[src/design/decimal_digit_splitter_blanking_top_macros.svh]
// Assertion macros shared by the digit splitter modules.
`ifndef DECIMAL_DIGIT_SPLITTER_BLANKING_TOP_MACROS_SVH
`define DECIMAL_DIGIT_SPLITTER_BLANKING_TOP_MACROS_SVH
`ifndef NO_ASSERTIONS
// Same-cycle implication, checked out of reset.
`define DDSB_ASSERT_IMPL(label, ante, cons) \
	label: assert property (@(posedge clk) disable iff (!arst_n) (ante) |-> (cons)) \
		else $error("assertion failed");
// Next-cycle implication, checked out of reset.
`define DDSB_ASSERT_NEXT(label, ante, cons) \
	label: assert property (@(posedge clk) disable iff (!arst_n) (ante) |=> (cons)) \
		else $error("assertion failed");
`else
`define DDSB_ASSERT_IMPL(label, ante, cons)
`define DDSB_ASSERT_NEXT(label, ante, cons)
`endif
`endif

[src/design/ddsb_pkg.sv]
package ddsb_pkg;

	// One input item as it travels from the front queue to the digit sequencer.
	typedef struct packed {
		logic [31:0] number_value;
		logic [7:0]  dot_mask;
	} item_t;

	// Code shown for a blanked leading zero.
	localparam logic [3:0] BLANK_CODE = 4'hf;

	// Number of dot bits carried by an item.
	localparam int DOT_BITS = 8;

	// Reciprocal of ten scaled by 2^35, used for division by ten.
	localparam logic [31:0] RECIP_TEN = 32'hcccc_cccd;
	localparam int RECIP_SHIFT = 35;

endpackage

[src/design/ddsb_front.sv]
module ddsb_front (
	input  logic             clk,
	input  logic             arst_n,
	input  logic             push,
	output logic             full,
	input  ddsb_pkg::item_t  item_in,
	input  logic             deq,
	output logic             avail,
	output ddsb_pkg::item_t  item_out
);

	`include "decimal_digit_splitter_blanking_top_macros.svh"

	ddsb_pkg::item_t mem_q [2];
	logic            wr_ptr_q;
	logic            rd_ptr_q;
	logic [1:0]      count_q;
	logic            enq;
	logic            pop_item;

	assign full     = (count_q == 2'd2);
	assign avail    = (count_q != 2'd0);
	assign enq      = push && !full;
	assign pop_item = deq && avail;
	assign item_out = mem_q[rd_ptr_q];

	// Queue pointers and fill count.
	always_ff @(posedge clk or negedge arst_n) begin
		if (!arst_n) begin
			wr_ptr_q <= 1'b0;
			rd_ptr_q <= 1'b0;
			count_q  <= 2'd0;
		end else begin
			if (enq) begin
				wr_ptr_q <= !wr_ptr_q;
			end
			if (pop_item) begin
				rd_ptr_q <= !rd_ptr_q;
			end
			case ({enq, pop_item})
				2'b10:   count_q <= count_q + 2'd1;
				2'b01:   count_q <= count_q - 2'd1;
				default: count_q <= count_q;
			endcase
		end
	end

	// Item storage.
	always_ff @(posedge clk) begin
		if (enq) begin
			mem_q[wr_ptr_q] <= item_in;
		end
	end

	`DDSB_ASSERT_IMPL(a_count_in_range, 1'b1, count_q != 2'd3)
	`DDSB_ASSERT_IMPL(a_ptrs_match_count, count_q == 2'd1, wr_ptr_q != rd_ptr_q)
	`DDSB_ASSERT_IMPL(a_ptrs_equal_other, count_q != 2'd1, wr_ptr_q == rd_ptr_q)

endmodule

[config.mk]
export PLATFORM = sky130hd
export DESIGN_NAME = ddsb_front
export DESIGN_NICKNAME = d
export VERILOG_FILES = /design/src/design/ddsb_pkg.sv /design/src/design/ddsb_front.sv
export VERILOG_INCLUDE_DIRS = /design/src /design/src/design
export SDC_FILE = /design/constraint.sdc
export NUM_CORES = 1
export LEC_CHECK = 0
export BUFFER_PORTS_ARGS = -buffer_cell sky130_fd_sc_hd__buf_2
export CORE_MARGIN = 4
export CORE_UTILIZATION = 25
export CTS_CLUSTER_DIAMETER = 150
export DETAILED_ROUTE_END_ITERATION = 8
export HOLD_SLACK_MARGIN = 0.15
export PLACE_DENSITY = 0.48
export SYNTH_ARGS = -nofsm -noshare
export SYNTH_HDL_FRONTEND = slang
export SYNTH_SLANG_ARGS = --single-unit
export TNS_END_PERCENT = 100
[constraint.sdc]
create_clock -name clk -period 3.9 [get_ports clk]
set_input_delay 0.585 -clock clk [delete_from_list [all_inputs] [get_ports clk]]
set_output_delay 0.585 -clock clk [all_outputs]
set_load 0.005 [all_outputs]
==> key figures, run 1 <==
Clock tree
  • Post-CTS Setup Repair Bufs: 0
  • # H-tree levels: 3
  • Root Buffer: clkbuf_16
  • CTS Buffer Depth: 2
  • TritonCTS buffer count: 9
  • CTS tree: yes
  • Clk sinks: 84
  • Clock Latency Late Sink: 340 ps
  • Clock edge transition at the registers on the reported setup and hold paths: 60 ps

Final layout
  • Post-route insts no fill: 410
  • Most common cell after layout, fill and taps aside: buf_2
  • NumNets Final: 282
  • # fillers: 1225
  • Reg area: 0.002504 sq mm
  • Multi-input gate area: 565.5 sq um
  • ANT cells: 0
  • Final instance area: 0.004041 sq mm
  • Final core utilization: 0.3337
  • Commonest non-fill, non-tap cells in the layout: 85 x buf_2, 80 x edfxtp_1, 37 x mux2_2, 9 x clkbuf_16
  • Layout cells sized above 1: 0.5992
  • Area Growth Syn to Fin: 29.82%

Global routing
  • Grt ovf: 0
  • GRT Util Overall: 0.08574
  • Pin count of the biggest net entering global routing: 42
  • Vias in the first global route: 1700
  • First-pass GRT wire length: 8.928 mm
  • Initial antenna violation count: 0

Critical path
  • Crit path kind: reg -> out
  • Crit path arrival time: 1960 ps
  • R2R depth: 4
  • Worst-path maximum fanout: 41
  • Sequence of cells on the critical path: mux2_2 -> buf_2
  • Critical path's slowest cell: dfrtp_2
  • Worst setup SP type: register
  • Critical R2R Capture: mem_q[0][35]$_DFFE_PP_
  • CP Capture Type: primary output
  • FF-to-FF Start: count_q[0]$_DFFE_PN0P_
  • Slowest stage delay, CP: 1050 ps
  • R2R Setup Slk: 2050 ps
  • CP required: 3310 ps

Floorplan
  • Die width: 119.6 microns
  • Starting Density: 0.2570
  • Core area: 0.01211 sq mm
  • Die H: 119.6 microns
  • Die footprint: 0.01430 sq mm
  • FP Rows: 40
  • Num ports: 86

Route
  • DRT iter0 DRCs: 58
  • WL final: 5.676 mm
  • Residual DRC: 0
  • DRT Pass-1 Iters: 3
  • Routed via count: 1572
  • Routed Antenna Nets: 0
  • Mean routed wirelength per cell: 13.84 microns
  • Vias per inst: 3.834

Synthesis
  • Mean post-synth cell area: 21.77 sq um
  • Synth warn: 0
  • Syn Std Cell Area: 0.003113 sq mm
  • Sequential element share of the synthesized area: 0.8039
  • Cell taking the most area after synthesis: edfxtp_1
  • Post-synth top area share: 0.7717
  • Synth top area cells: edfxtp_1 77%, mux2_2 13%, dfrtp_1 3.2%
  • Syn Inst Count: 143
  • Post-synth cell types: 16
  • Synthesized flop and latch total: 84
  • Syn_nets: 188

STA
  • Post-layout min period: 2549 ps
  • Max Slew Vio Count: 0
  • Fmax: 392.3 MHz
  • Slew of the pin with the lowest slew margin: 1031 ps
  • RSZ-0062 raised after global routing: false
  • Final worst-path cycle share: 0.6537
  • Setup TNS: 0 ps
  • Final worst clock skew: 5.983 ps
  • Slew headroom: 0.3128
  • Final setup violation count: 0
  • Final Hold Viols: 0

Place
  • Final GP Congestion: 0.6632
  • Detailed Place HPWL: 3.661 mm
  • IO buf count: 85
  • Dpl cells: 393
  • DP Area: 0.003724 sq mm

Status
  • Outcome: finished, final reports clean

Worst hold path
  • Hold path depth: 1
  • Worst Hold Class: in -> reg
  • Hold wc startpoint: item_in[12]
  • WHS Endpoint: mem_q[1][12]$_DFFE_PP_

Pwr
  • Clock share of power: 0.295
  • Total power per unit cell area: 732.5 mW/mm^2
  • Gate power share: 0.239
  • Internal power: 2.192 mW
  • Leakage: 1.514 nW
  • Maximum VDD drop: 0.5380 mV
  • Total power: 2.960 mW
  • Reg power frac: 0.466
  • Sw Pwr: 0.7678 mW
  • Sw Ratio: 0.2594

Run
  • Number of max-cap violations: 0
-- Yosys cell counts (all sizes together) --
master and n:
buf 5, ha 1, inv 1, xnor2 3, xor2 2, mux2 40
and3 1, or2 1, and2 1, dfrtp 4, nand2b 1, nor2 2
edfxtp 80, nand2 1
-- sequential cells by signal, indices dropped and copies added (netlist names) --
name	cells
count_q	2
rd_ptr_q	1
mem_q	80
wr_ptr_q	1
-- worst max-delay path by stage --
stage	start	endpoint	slack, ps	cells past startpoint
after detailed placement	rd_ptr_q$_DFFE_PN0P_	item_out[8]	1620	2
final	rd_ptr_q$_DFFE_PN0P_	item_out[38]	1350	2
after global routing	rd_ptr_q$_DFFE_PN0P_	item_out[11]	1210	2
after global placement	rd_ptr_q$_DFFE_PN0P_	item_out[28]	1630	2
after floorplan	push	mem_q[0][0]$_DFFE_PP_	1100	2
after CTS	rd_ptr_q$_DFFE_PN0P_	item_out[8]	1250	2
-- logic make-up after synthesis --
group                      Yosys count  synth area share
adders and majority gates            1          0.004019
DFF                                 84            0.8039
xor gates and xnor gates             5           0.01407
and+or+nand+nor                      7           0.01246
buffers and inverters                6           0.01728
muxes                               40            0.1483
-- final cells by class --
cell class	instances	share of cell area
clock buffer	10	0.05666
clock inverter	6	0.01950
inverter	1	0.0009288
multi-input combinational	53	0.1399
sequential	84	0.6195
tap	168	0.05201
timing repair buffer	88	0.1115
-- power by group through the flow --
| stage | combinational, mW | sequential, mW | clock (mW) |
|---|---|---|---|
| floorplan | 0.530 | 1.30 | 0 |
| global placement | 0.739 | 1.40 | 0 |
| detailed placement | 0.733 | 1.41 | 0 |
| CTS | 0.736 | 1.39 | 0.909 |
| global route | 0.784 | 1.41 | 0.951 |
| finish | 0.707 | 1.38 | 0.872 |
-- critical path, delay by kind of cell, from the launching register on --
| kind | cells | cell delay (ps) |
|---|---|---|
| multiplexers | 1 | 430 |
| flip-flops | 1 | 1050 |
| buffers and inverters | 1 | 130 |
-- stage by stage --
stage / hold WS [ps] / setup slack (ps)
2_1_floorplan: 289.4 / 1099
3_3_place_gp: 398.0 / 1628
3_5_place_dp: 396.7 / 1621
4_1_cts: 413.3 / 1246
5_1_grt: 416.2 / 1207
6_report: 432.4 / 1351
-- what timing repair did --
item	in CTS	in global routing
hold endpoints to repair	4	0
endpoints found under the setup margin	0	0
hold buffers	1	0
resized for setup	0	0
-- routing by layer --
metal	vias up	GRT usage	wire, microns
met1	765	0.09721	2332
met2	50	0.1306	2746
met3	14	0.03582	417
met4	0	0.06013	180
met5	-	0	0
li1	743	-	-
No activity file was read; power rests on OpenSTA's default activity.
==> run 2, diff against run 1 <==
PLACE_DENSITY = 0.5   (was 0.48)
clock period = 2.05 ns   (was 3.9 ns; I/O delays follow)
==> key figures, run 2 (synthesized netlist as in run 1, its figures left out) <==
Final layout
  • NumNets Final: 285
  • Biggest regs: mem_q (80), count_q (2)
  • Area Growth Syn to Fin: 30.47%
  • Commonest non-fill, non-tap cells in the layout: 85 x buf_2, 80 x edfxtp_1, 37 x mux2_2, 9 x clkbuf_16, 4 x clkbuf_1
  • Final core utilization: 0.3353
  • Top reg by flops: mem_q
  • Reg area: 0.002504 sq mm
  • ANT cells: 0
  • # fillers: 1222
  • Layout cells sized above 1: 0.5837
  • Multi-input gate area: 565.5 sq um
  • Most common cell after layout, fill and taps aside: buf_2
  • Max FFs per register: 80

Worst hold path
  • Hold wc startpoint: item_in[24]
  • Worst Hold Class: in -> reg

Clock tree
  • PostCTS Resize Cnt: 0
  • Clock Latency Late Sink: 320 ps
  • TritonCTS buffer count: 9
  • CTS Buffer Depth: 2
  • Clock edge transition at the registers on the reported setup and hold paths: 60 ps
  • Root Buffer: clkbuf_16
  • CTS tree: yes
  • Post-CTS Setup Repair Bufs: 0
  • # H-tree levels: 3
  • Hold Buf Count CTS: 2
  • Clk sinks: 84

Pwr
  • Clock share of power: 0.274
  • Sw Ratio: 0.2611
  • Sw Pwr: 1.453 mW
  • Gate power share: 0.285
  • Leakage: 1.515 nW
  • Internal power: 4.110 mW
  • Maximum VDD drop: 0.6526 mV
  • Total power per unit cell area: 1370 mW/mm^2
  • Reg power frac: 0.442

STA
  • Final setup violation count: 0
  • Worst hold margin: 170.0 ps
  • Post-layout min period: 1784 ps
  • Final worst-path cycle share: 0.8702
  • Slew of the pin with the lowest slew margin: 293.3 ps
  • Final worst clock skew: 3.238 ps
  • Final worst slack: 266.2 ps
  • Setup TNS: 0 ps
  • Max Slew Vio Count: 0
  • Fmax: 560.6 MHz
  • Final Hold Viols: 0
  • RSZ-0062 raised after global routing: false
  • Slew headroom: 0.8045

Floorplan
  • Die footprint: 0.01430 sq mm
  • FP Rows: 40
  • Core area: 0.01211 sq mm
  • Starting Density: 0.2570
  • Die H: 119.6 microns
  • Die width: 119.6 microns
  • Num ports: 86

Critical path
  • Crit path from: rd_ptr_q$_DFFE_PN0P_
  • CP required: 1740 ps
  • Crit path kind: reg -> out
  • Crit path arrival time: 1480 ps
  • FF-to-FF Start: count_q[0]$_DFFE_PN0P_
  • CP Capture Type: primary output
  • R2R Setup Slk: 560 ps
  • Worst setup SP type: register
  • Worst-path maximum fanout: 41

Place
  • Final GP Congestion: 0.6608
  • IO buf count: 85
  • Pre-CTS WS: 557.8 ps
  • Detailed Place HPWL: 3.710 mm

Route
  • DRT iter0 DRCs: 118
  • DRT Pass-1 Iters: 4
  • Routed via count: 1576
  • Residual DRC: 0
  • Mean routed wirelength per cell: 13.87 microns
  • Routed Antenna Nets: 0
  • WL final: 5.729 mm
  • Vias per inst: 3.816

Global routing
  • Grt met3 use: 0.03299
  • Met1 GRT Util: 0.1021
  • Most Used Layer, Global Route: met2
  • First-pass GRT wire length: 9.004 mm
  • Met2 GRT Util: 0.1314
  • Grt ovf: 0
  • GRT Util Overall: 0.08365
  • Pin count of the biggest net entering global routing: 42
  • Vias in the first global route: 1713
  • Initial antenna violation count: 0

Run
  • Number of max-cap violations: 0

Status
  • Outcome: finished, final reports clean
## run 2: cell count changes in the layout (fill, tap and decap cells not counted)
| cell | change |
|---|---|
| clkbuf_1 | +3 |
| clkinv_2 | -3 |
| buf_12 | +2 |
| bufinv_16 | -1 |
| clkinv_1 | +1 |
| dlygate4sd3_1 | +1 |
## run 2: final cells by class
type                    count  area share
clock buffers              13     0.05915
flip-flops and latches     84      0.6164
repair buffers             91      0.1232
multi-input cells          53      0.1392
inverters                   1   0.0009242
well taps                 168     0.05176
clock inverters             3    0.009242
## run 2: worst max-delay path, cell delays in order, from the launching register on
cell and delay [ps]:
dfrtp_2 370, buf_12 250, mux2_2 380, buf_2 130
## run 2: path summary, 6_finish.rpt
path / to / depth (start not counted)
min reg2reg: count_q[1]$_DFFE_PN0P_ / 1
max in group asynchronous: rd_ptr_q$_DFFE_PN0P_ / 2
max reg2reg: count_q[1]$_DFFE_PN0P_ / 5
min: mem_q[1][24]$_DFFE_PP_ / 1
max: item_out[4] / 3
min in group asynchronous: count_q[1]$_DFFE_PN0P_ / 2
## run 2: routing by layer
metal | part of all wire | wire length [microns] | vias to the layer above
li1 | - | - | 750
met2 | 0.49 | 2789 | 49
met4 | 0.017 | 96 | 0
met3 | 0.061 | 351 | 11
met1 | 0.43 | 2492 | 766
met5 | 0 | 0 | -
## run 2: metrics by stage
stage | power [mW] | cells | cell area, sq um
2_1_floorplan | 3.484 | 143 | 3120
3_3_place_gp | 4.127 | 395 | 3764
3_5_place_dp | 4.143 | 395 | 3764
4_1_cts | 5.701 | 413 | 4061
5_1_grt | 5.909 | 413 | 4061
6_report | 5.562 | 413 | 4061
## run 2: power groups by stage
stage	clock, mW	sequential (mW)	combinational, mW
final	1.52	2.46	1.58
after CTS	1.58	2.46	1.66
after floorplan	0	2.47	1.02
after global placement	0	2.48	1.65
after detailed placement	0	2.50	1.65
after global routing	1.66	2.49	1.76
==> run 3, diff against run 2 <==
ABC_AREA = 0   (was default)
PLACE_DENSITY = 0.48   (was 0.5)
clock period = 2 ns   (was 2.05 ns; I/O delays follow)
==> key figures, run 3 (synthesized netlist as in run 1, its figures left out) <==
Status
  • Outcome: finished, final reports clean

Route
  • DRT Pass-1 Iters: 4
  • Routed Antenna Nets: 0
  • Vias per inst: 3.844
  • Routed via count: 1730
  • Residual DRC: 0
  • DRT iter0 DRCs: 82
  • WL final: 5.945 mm
  • Mean routed wirelength per cell: 13.21 microns

Global routing
  • GRT Util Overall: 0.09142
  • Met1 GRT Util: 0.09789
  • Grt ovf: 0
  • Grt met3 use: 0.03864
  • First-pass GRT wire length: 9.701 mm
  • Vias in the first global route: 1914
  • Pin count of the biggest net entering global routing: 42
  • Initial antenna violation count: 0
  • Most Used Layer, Global Route: met2
  • Met2 GRT Util: 0.1529

Worst hold path
  • Worst Hold Class: in -> reg

STA
  • Slew of the pin with the lowest slew margin: 350.5 ps
  • Post-layout min period: 1794 ps
  • Final worst clock skew: 4.720 ps
  • Fmax: 557.6 MHz
  • Final Hold Viols: 0
  • Setup TNS: 0 ps
  • Worst hold margin: 173.0 ps
  • Max Slew Vio Count: 0
  • RSZ-0062 raised after global routing: false
  • Final worst-path cycle share: 0.8968
  • Final setup violation count: 0
  • Slew headroom: 0.7663

Critical path
  • Top delay family on crit path: buffers and inverters
  • CP Capture Type: primary output
  • Crit path arrival time: 1490 ps
  • Sequence of cells on the critical path: buf_12 -> mux2_2 -> buf_2
  • Critical path's slowest cell: mux2_2
  • R2R Setup Slk: 500 ps
  • Buf+Inv Stages, Crit Path: 2
  • Crit path kind: reg -> out
  • Worst setup SP type: register
  • Slowest stage delay, CP: 390 ps
  • CP required: 1700 ps
  • Worst-path maximum fanout: 41

Clock tree
  • CTS tree: yes
  • Clk sinks: 84
  • Post-CTS Setup Repair Bufs: 0
  • PostCTS Resize Cnt: 0
  • TritonCTS buffer count: 9
  • Clock Latency Late Sink: 330 ps
  • Clock edge transition at the registers on the reported setup and hold paths: 60 ps
  • Root Buffer: clkbuf_16
  • CTS Buffer Depth: 2
  • # H-tree levels: 3
  • Hold Buf Count CTS: 39

Pwr
  • Total power per unit cell area: 1297 mW/mm^2
  • Leakage: 1.673 nW
  • Maximum VDD drop: 0.6457 mV

Final layout
  • Top reg by flops: mem_q
  • Layout cells sized above 1: 0.5142
  • Commonest non-fill, non-tap cells in the layout: 85 x buf_2, 80 x edfxtp_1, 39 x dlygate4sd3_1, 37 x mux2_2, 9 x clkbuf_16
  • ANT cells: 0
  • NumNets Final: 323
  • Most common cell after layout, fill and taps aside: buf_2
  • Area Growth Syn to Fin: 42.12%
  • Max FFs per register: 80
  • Reg area: 0.002504 sq mm
  • Post-route insts no fill: 450
  • Multi-input gate area: 565.5 sq um
  • # fillers: 1195
  • Biggest regs: mem_q (80), count_q (2)

Floorplan
  • Core area: 0.01211 sq mm
  • Starting Density: 0.2570
  • Die H: 119.6 microns
  • Num ports: 86
  • Die footprint: 0.01430 sq mm
  • Die width: 119.6 microns
  • FP Rows: 40

Place
  • Dpl cells: 396
  • Detailed Place HPWL: 3.788 mm
  • IO buf count: 85
  • Final GP Congestion: 0.6679

Run
  • Number of max-cap violations: 0
run 3: changes by cell type in the layout (fill, tap and decap cells not counted), sizes merged:
cell and change:
buf +1, clkbuf -1, dlygate4sd3 +37
run 3: worst register-to-register path, delay by kind of cell (launching register included):
family	cells	cell delay, ps
fa+ha+maj	1	300
simple gates	3	540
xor+xnor	1	170
flops	1	410
run 3: cell type report:
cell class | instances | share of cell area
Multi-Input combinational cell | 53 | 0.1278
Inverter | 1 | 0.0008484
Tap cell | 168 | 0.04751
Clock buffer | 12 | 0.05345
Sequential cell | 84 | 0.5659
Timing Repair Buffer | 129 | 0.1957
Clock inverter | 3 | 0.008767
run 3: worst paths after layout:
kind                                         from  depth (start not counted)                      to
min in group asynchronous                  arst_n                          2    wr_ptr_q$_DFFE_PN0P_
min                                   item_in[19]                          1  mem_q[0][19]$_DFFE_PP_
max reg2reg                count_q[0]$_DFFE_PN0P_                          5  count_q[1]$_DFFE_PN0P_
min reg2reg                count_q[1]$_DFFE_PN0P_                          1  count_q[1]$_DFFE_PN0P_
max in group asynchronous                  arst_n                          2    rd_ptr_q$_DFFE_PN0P_
max                          rd_ptr_q$_DFFE_PN0P_                          3            item_out[33]
run 3: per-stage QoR:
| stage | total power, mW | util | cell area [sq um] | worst slack (ps) |
|---|---|---|---|---|
| floorplan | 3.571 | - | 3120 | 51.82 |
| global placement | 4.234 | 0.3103 | 3759 | 507.0 |
| detailed placement | 4.251 | 0.3103 | 3759 | 476.8 |
| CTS | 5.904 | 0.3653 | 4424 | 166.0 |
| global route | 6.110 | 0.3653 | 4424 | 139.3 |
| finish | 5.738 | 0.3653 | 4424 | 206.5 |
run 3: layer usage:
layer / routed length [microns] / part of all wire / up-vias
li1: - / - / 825
met2: 3042 / 0.51 / 51
met3: 390 / 0.066 / 10
met1: 2355 / 0.40 / 844
met4: 157 / 0.026 / 0
met5: 0 / 0 / -
run 3: where the power goes:
group	switching [mW]	internal (mW)	total [mW]
combinational	0.797	0.877	1.67
sequential	0.106	2.41	2.52
clock	0.591	0.954	1.54
